<file path="src/hw/rtl/dadfa_pkg.sv">
// Shared types and constants of the double-array DFA keyword matcher.
`default_nettype none

package dadfa_pkg;

    // Default table depths.
    localparam int MAX_STATES_DEF = 512;
    localparam int MAX_SLOTS_DEF  = 1024;

    // The byte alphabet is fixed by the scan byte width.
    localparam int ALPHABET = 256;
    localparam int CLS_AW   = $clog2(ALPHABET);

    // Field and entry widths.
    localparam int ACTION_W = 3;
    localparam int INDEX_W  = 10;
    localparam int VALUE_W  = 10;
    localparam int OWNER_W  = 10;
    localparam int BYTE_W   = 8;
    localparam int CLASS_W  = 7;
    localparam int BASE_W   = 10;
    localparam int STATE_W  = 9;
    localparam int ACC_W    = 8;
    localparam int SUM_W    = BASE_W + 1;

    typedef enum logic [ACTION_W-1:0] {
        ACT_CLASS  = 3'd0,
        ACT_BASE   = 3'd1,
        ACT_SLOT   = 3'd2,
        ACT_ACCEPT = 3'd3,
        ACT_SCAN   = 3'd4
    } action_t;

    // Table write request.
    typedef struct packed {
        logic                     cls_we;
        logic                     base_we;
        logic                     slot_we;
        logic                     acc_we;
        logic [INDEX_W-1:0]       index;
        logic [VALUE_W-1:0]       value;
        logic [OWNER_W-1:0]       owner;
    } tbl_wr_t;

    // Table read strobes.
    typedef struct packed {
        logic cls_base_en;
        logic slot_en;
        logic acc_en;
    } tbl_rd_t;

endpackage

`default_nettype wire

</file>
<file path="src/hw/rtl/dadfa_walk.sv">
// Transition pipeline: slot address, owner check, state update and result register.
`default_nettype none

module dadfa_walk #(
    parameter int MAX_STATES = dadfa_pkg::MAX_STATES_DEF,
    parameter int MAX_SLOTS  = dadfa_pkg::MAX_SLOTS_DEF
) (
    input  wire logic                          aclk,
    input  wire logic                          aresetn,
    input  wire logic                          scan_go,
    input  wire logic                          scan_last,
    input  wire logic [dadfa_pkg::CLASS_W-1:0] cls_q,
    input  wire logic [dadfa_pkg::BASE_W-1:0]  base_q,
    input  wire logic [dadfa_pkg::STATE_W-1:0] next_q,
    input  wire logic [dadfa_pkg::OWNER_W-1:0] owner_q,
    input  wire logic [dadfa_pkg::ACC_W-1:0]   acc_q,
    output dadfa_pkg::tbl_rd_t                 rd,
    output logic [$clog2(MAX_STATES)-1:0]      base_addr,
    output logic [$clog2(MAX_SLOTS)-1:0]       slot_addr,
    output logic [$clog2(MAX_STATES)-1:0]      acc_addr,
    output logic                               pipe_free,
    output logic                               m_valid,
    input  wire logic                          m_ready,
    output logic                               m_matched,
    output logic [dadfa_pkg::ACC_W-1:0]        m_accept_code
);

    localparam int SIW = $clog2(MAX_STATES);
    localparam int SLW = $clog2(MAX_SLOTS);

    logic                          a_vld_reg, a_vld_next;
    logic                          a_last_reg, a_last_next;
    logic                          b_vld_reg, b_vld_next;
    logic                          b_last_reg, b_last_next;
    logic                          b_inrange_reg, b_inrange_next;
    logic [dadfa_pkg::STATE_W-1:0] state_reg, state_next;
    logic                          rej_reg, rej_next;
    logic                          out_vld_reg, out_vld_next;
    logic                          out_match_reg, out_match_next;

    logic [dadfa_pkg::SUM_W-1:0]   slot_sum;
    logic                          a_inrange;
    logic                          out_free;
    logic                          commit;
    logic                          hit;
    logic                          walk_rej;
    logic [dadfa_pkg::STATE_W-1:0] walk_state;
    logic                          word_ok;

    always_comb begin
        slot_sum   = dadfa_pkg::SUM_W'(base_q) + dadfa_pkg::SUM_W'(cls_q);
        a_inrange  = (32'(state_reg) < 32'(MAX_STATES)) && (32'(slot_sum) < 32'(MAX_SLOTS));
        out_free   = !out_vld_reg || m_ready;
        commit     = b_vld_reg && (!b_last_reg || out_free);
        hit        = b_inrange_reg && (owner_q == {1'b0, state_reg});
        walk_rej   = rej_reg || !hit;
        walk_state = walk_rej ? state_reg : next_q;
        word_ok    = !walk_rej && (32'(walk_state) < 32'(MAX_STATES));
        pipe_free  = !a_vld_reg && (!b_vld_reg || commit);

        a_vld_next     = scan_go;
        a_last_next    = scan_go ? scan_last : a_last_reg;
        b_vld_next     = a_vld_reg || (b_vld_reg && !commit);
        b_last_next    = a_vld_reg ? a_last_reg : b_last_reg;
        b_inrange_next = a_vld_reg ? a_inrange : b_inrange_reg;

        state_next = state_reg;
        rej_next   = rej_reg;
        if (commit) begin
            if (b_last_reg) begin
                state_next = '0;
                rej_next   = 1'b0;
            end else begin
                state_next = walk_state;
                rej_next   = walk_rej;
            end
        end

        out_vld_next   = out_vld_reg && !m_ready;
        out_match_next = out_match_reg;
        if (commit && b_last_reg) begin
            out_vld_next   = 1'b1;
            out_match_next = word_ok;
        end

        rd.cls_base_en = scan_go;
        rd.slot_en     = a_vld_reg;
        rd.acc_en      = commit && b_last_reg;
        // The next byte's base lookup already uses the state this edge commits.
        base_addr      = SIW'(state_next);
        slot_addr      = SLW'(slot_sum);
        acc_addr       = SIW'(walk_state);
    end

    always_ff @(posedge aclk) begin
        if (!aresetn) begin
            a_vld_reg     <= 1'b0;
            b_vld_reg     <= 1'b0;
            state_reg     <= '0;
            rej_reg       <= 1'b0;
            out_vld_reg   <= 1'b0;
        end else begin
            a_vld_reg     <= a_vld_next;
            b_vld_reg     <= b_vld_next;
            state_reg     <= state_next;
            rej_reg       <= rej_next;
            out_vld_reg   <= out_vld_next;
        end
    end

    always_ff @(posedge aclk) begin
        a_last_reg    <= a_last_next;
        b_last_reg    <= b_last_next;
        b_inrange_reg <= b_inrange_next;
        out_match_reg <= out_match_next;
    end

    assign m_valid       = out_vld_reg;
    assign m_matched     = out_match_reg;
    assign m_accept_code = out_match_reg ? acc_q : '0;

endmodule

`default_nettype wire

</file>
<file path="config.mk">
export PLATFORM = sky130hd
export DESIGN_NAME = dadfa_walk
export DESIGN_NICKNAME = d
export VERILOG_FILES = /design/src/hw/rtl/dadfa_pkg.sv /design/src/hw/rtl/dadfa_walk.sv
export SDC_FILE = /design/constraint.sdc
export NUM_CORES = 1
export LEC_CHECK = 0
export ABC_AREA = 1
export ABC_CLOCK_PERIOD_IN_PS = 4300
export BUFFER_PORTS_ARGS = -buffer_cell sky130_fd_sc_hd__buf_4
export CORE_MARGIN = 4
export CORE_UTILIZATION = 47
export DETAILED_ROUTE_END_ITERATION = 12
export MAX_ROUTING_LAYER = met4
export PLACE_DENSITY = 0.86
export SLEW_MARGIN = 5
export SYNTH_ARGS = -nofsm -noshare
export SYNTH_HDL_FRONTEND = slang
export SYNTH_SLANG_ARGS = --single-unit
</file>
<file path="constraint.sdc">
create_clock -name aclk -period 4.3 [get_ports aclk]
set_clock_uncertainty 0.1 [all_clocks]
set_input_delay 1.29 -clock aclk [delete_from_list [all_inputs] [get_ports aclk]]
set_output_delay 1.29 -clock aclk [all_outputs]
set_load 0.05 [all_outputs]
</file>
## Yosys cells after proc, flatten, opt, wreduce, memory -nomap -nowiden

Cells that the tools add are included.

- Reduce and logical (&&, ||, !) cells: 19
- Add/subtract/negate cells: 1
- Equal/unequal tests: 1
- Muxes and demuxes: 6
- Magnitude comparators: 1

Operator list:

| cell | count |
|---|---|
| $mux 9 | 3 |
| $add 10x7->11 | 1 |
| $lt 11x11->1 const B | 1 |
| $eq 10x9->1 | 1 |
| $logic_not 1->1 | 8 |
| $mux 8 | 1 |
| $logic_and 1x1->1 | 6 |
| $logic_or 1x1->1 | 5 |
| $mux 1 | 2 |

- Bits in registers: 17
- Logic and storage cells: 37

## Longest topological paths before layout

- Word-level depth: 7
- Mapped depth: 10
- Depth with buffers taken out: 10

## Least setup slack after synthesis

OpenSTA, ideal clock, no wires.

- Kind: input to output
- From: in cls_q[0] (netlist name)
- To: out slot_addr[8]
- Slack: -0.180 ns
- Arrival: 3.090 ns
- Required time: 2.910 ns
- Stages: 7
- Cells stage by stage: ha_1 inv_1 fa_1 o21ai_1 nand4_1 o211ai_1 xor2_1

- Cells in the longest elaborated chain, start to end: 1

Ends and longest elaborated chain:

| element | line | RTL |
|---|---|---|
| from (decl) | dadfa_walk.sv:12 | `input wire logic [dadfa_pkg::CLASS_W-1:0] cls_q,` |
| $add 10x7->11 | dadfa_walk.sv:51 | `slot_sum = dadfa_pkg::SUM_W'(base_q) + dadfa_pkg::SUM_W'(cls_q);` |
| to (decl) | dadfa_walk.sv:19 | `output logic [$clog2(MAX_SLOTS)-1:0] slot_addr,` |

Every way passes these cells.

## Worst setup path after layout

- From: in cls_q[4] (netlist name)
- To: out slot_addr[9]

Same word-level chain as after synthesis.

==> reports/metrics.csv <==
metric;value;unit
clk_latency;0.29;ns
avgSynthCellArea;6.40;µm²
path_buf_inv;2;
cap_violations;0;
async_reset_ff_share;0;%
finalSetupTns;0;ns
run_status;completed;
hold_buffers;0;
largest_reg_flops;9;
rsz0062_at_grt;no;
fmax;240;MHz
syn_inst;235;
power-per-cell-area;214;nW/µm²
cts_setup_buffers;0;
cts_root_buffer;clkbuf_4;
final-max-slew-violation-count;0;
via_per_inst;4.57;
synth_top_cell_by_area;nand2_1;
vdd_drop_max;0.000173;V
required;2.91;ns
synth_most_common_cell;nand2_1;
vias;1692;
slew-limit-headroom;73.2;%
worst_slack;0.125;ns
drt_first_pass_iters;4;
synth_seq_cells;17;
num_rows;20;
slowest_stage;ha_1;
ctsHtreeMaxLevel;1;
path_delay_family;compound AO/OA/AOI/OAI gates;
core;3050;µm²
startpoint_type;primary input;
yosys-top-cells-count;nand2_1, inv_1, nand3_1;
synth.distinct_cells;33;
hold_depth;0;
rrSetupSlack;2.76;ns
p_leak;1.35;nW
worstMarginPinSlew;0.397;ns
drc;0;
area_growth;52.6;%
grt_pass1_vias;1607;
synth.area.top_cells;nand2_1, dfxtp_1, inv_1, edfxtp_1, nand3_1;
yosys_warnings;0;
die_w;64.6;µm
postLayoutCellArea;2290;µm²
grt_overflow;0;
synth_top_flop_cell;dfxtp_1;
crit_chain;buf_4 -> ha_1 -> a21oi_1 -> nor2_1 -> a211oi_1 -> o21ai_1 -> nand2_1 -> nand2_1 -> nand2_1 -> buf_4;
post-dp-hpwl;3360;µm
holdCritPathClass;flip-flop to flip-flop;
place_congestion;0.899;
synth_top_area_share;17.5;%
hold_viol_final;0;
cts_resized;0;
rr_startpoint;state_reg[1]$_SDFF_PN0_;
cts_max_path_buffers;2;
fillerInstances;262;
cts_buffers;3;
antenna_found_initial;0;
fin_nets;384;
finish.utilization;75.2;%
worst_path_largest_cell_delay;0.35;ns
wl;4010;µm
port_buffers;90;
endpoint_kind;output pin;
post_drt_wl_per_cell;10.8;µm
grt_max_degree;12;
synth_edf_count;4;
crit_type;primary input to output pin;
die_area;4170;µm²
hold_start;a_last_reg$_DFFE_PP_;
cp_common_cell;nand2_1;
ant_nets;0;
pre_cts_ws;0.0430;ns
min_period_over_period;97.1;%
path_clk_slew;0.10;ns
synth.cell_area;1500;µm²
clock-sinks;17;
grt_first_pass_wirelength;6690;µm
pin_count;91;
cp_data_arrival_time;2.78;ns
r2r_end;state_reg[2]$_SDFF_PN0_;
finalCriticalPeriod;4.17;ns
fp.dieH;64.6;µm
hold_end;b_last_reg$_DFFE_PP_;
grt.total_usage;20.3;%
drive_above_1_share;35.9;%
initial_core_util;49.3;%
synth_nets;292;
crit_fanout;5;
detailed_place.area;2250;µm²
cts_tree;yes;
setup_violations;0;
drt_iter0_drc;57;
diodes;0;
reg2regPathDepth;7;
synth_seq_area_share;25.3;%
[worst max-delay path by stage]
stage | startpoint | to | slack, ns | depth (start not counted)
3_5_place_dp | cls_q[2] | slot_addr[7] | 0.04 | 8
2_1_floorplan | cls_q[0] | slot_addr[4] | 0.05 | 5
4_1_cts | cls_q[2] | slot_addr[7] | 0.04 | 8
5_1_grt | cls_q[0] | slot_addr[8] | 0.03 | 9
6_report | cls_q[4] | slot_addr[9] | 0.13 | 10
3_3_place_gp | cls_q[2] | slot_addr[7] | 0.07 | 8
[where the power goes]
group	leakage, nW	internal, mW	switching (mW)
sequential	0.142	0.167	0.00280
combinational	1.19	0.0888	0.148
clock	0.0177	0.0346	0.0493
total	1.35	0.291	0.201
[area by class of cell]
| type | count | area (µm²) | area share [%] |
|---|---|---|---|
| clock buffers | 3 | 22.5 | 0.981 |
| clock inverters | 1 | 5.00 | 0.218 |
| inverters | 48 | 180 | 7.85 |
| multi-input cells | 165 | 957 | 41.7 |
| flip-flops and latches | 17 | 380 | 16.6 |
| well taps | 44 | 55.1 | 2.40 |
| repair buffers | 92 | 694 | 30.3 |
[cells by family (layout without fill, tap and decap cells)]
family | after synthesis | count (layout) | synth area share, %
AOI/OAI and AO/OA | 21 | 21 | 7.74
xor gates and xnor gates | 9 | 9 | 5.74
adders and majority gates | 8 | 8 | 7.15
buffers and inverters | 53 | 144 | 13.8
DFF | 17 | 17 | 25.3
and+or+nand+nor | 127 | 127 | 40.3
[stage by stage]
stage,power [mW],std cells,hold slack [ns]
finish,0.491,370,0.338
global route,0.520,370,0.357
CTS,0.491,370,0.341
detailed placement,0.408,366,0.318
global placement,0.404,366,0.308
floorplan,0.322,235,0.300
[layer usage]
layer / vias up / GRT usage [%] / part of all wire (%)
met4: 0 / 6.60 / 1.5
met1: 713 / 23.3 / 41
met3: 6 / 3.99 / 9.1
met2: 65 / 35.6 / 49
li1: 908 / - / -
met5: - / - / 0
[layout by cell type, fill, tap and decap left out, types with 2 or more instances in the layout]
cell type,n
a21oi_1,12
nand3_1,19
and2_1,7
inv_1,46
nor2_2,2
clkbuf_4,3
nor3b_1,2
nand2_1,70
xor2_2,4
xnor2_1,3
o21ai_0,3
ha_1,7
nor3_1,3
nand4_1,3
nor2_1,12
inv_2,2
nand2_2,3
edfxtp_1,4
dfxtp_1,13
buf_4,91
(Power assumes the default switching activity.)
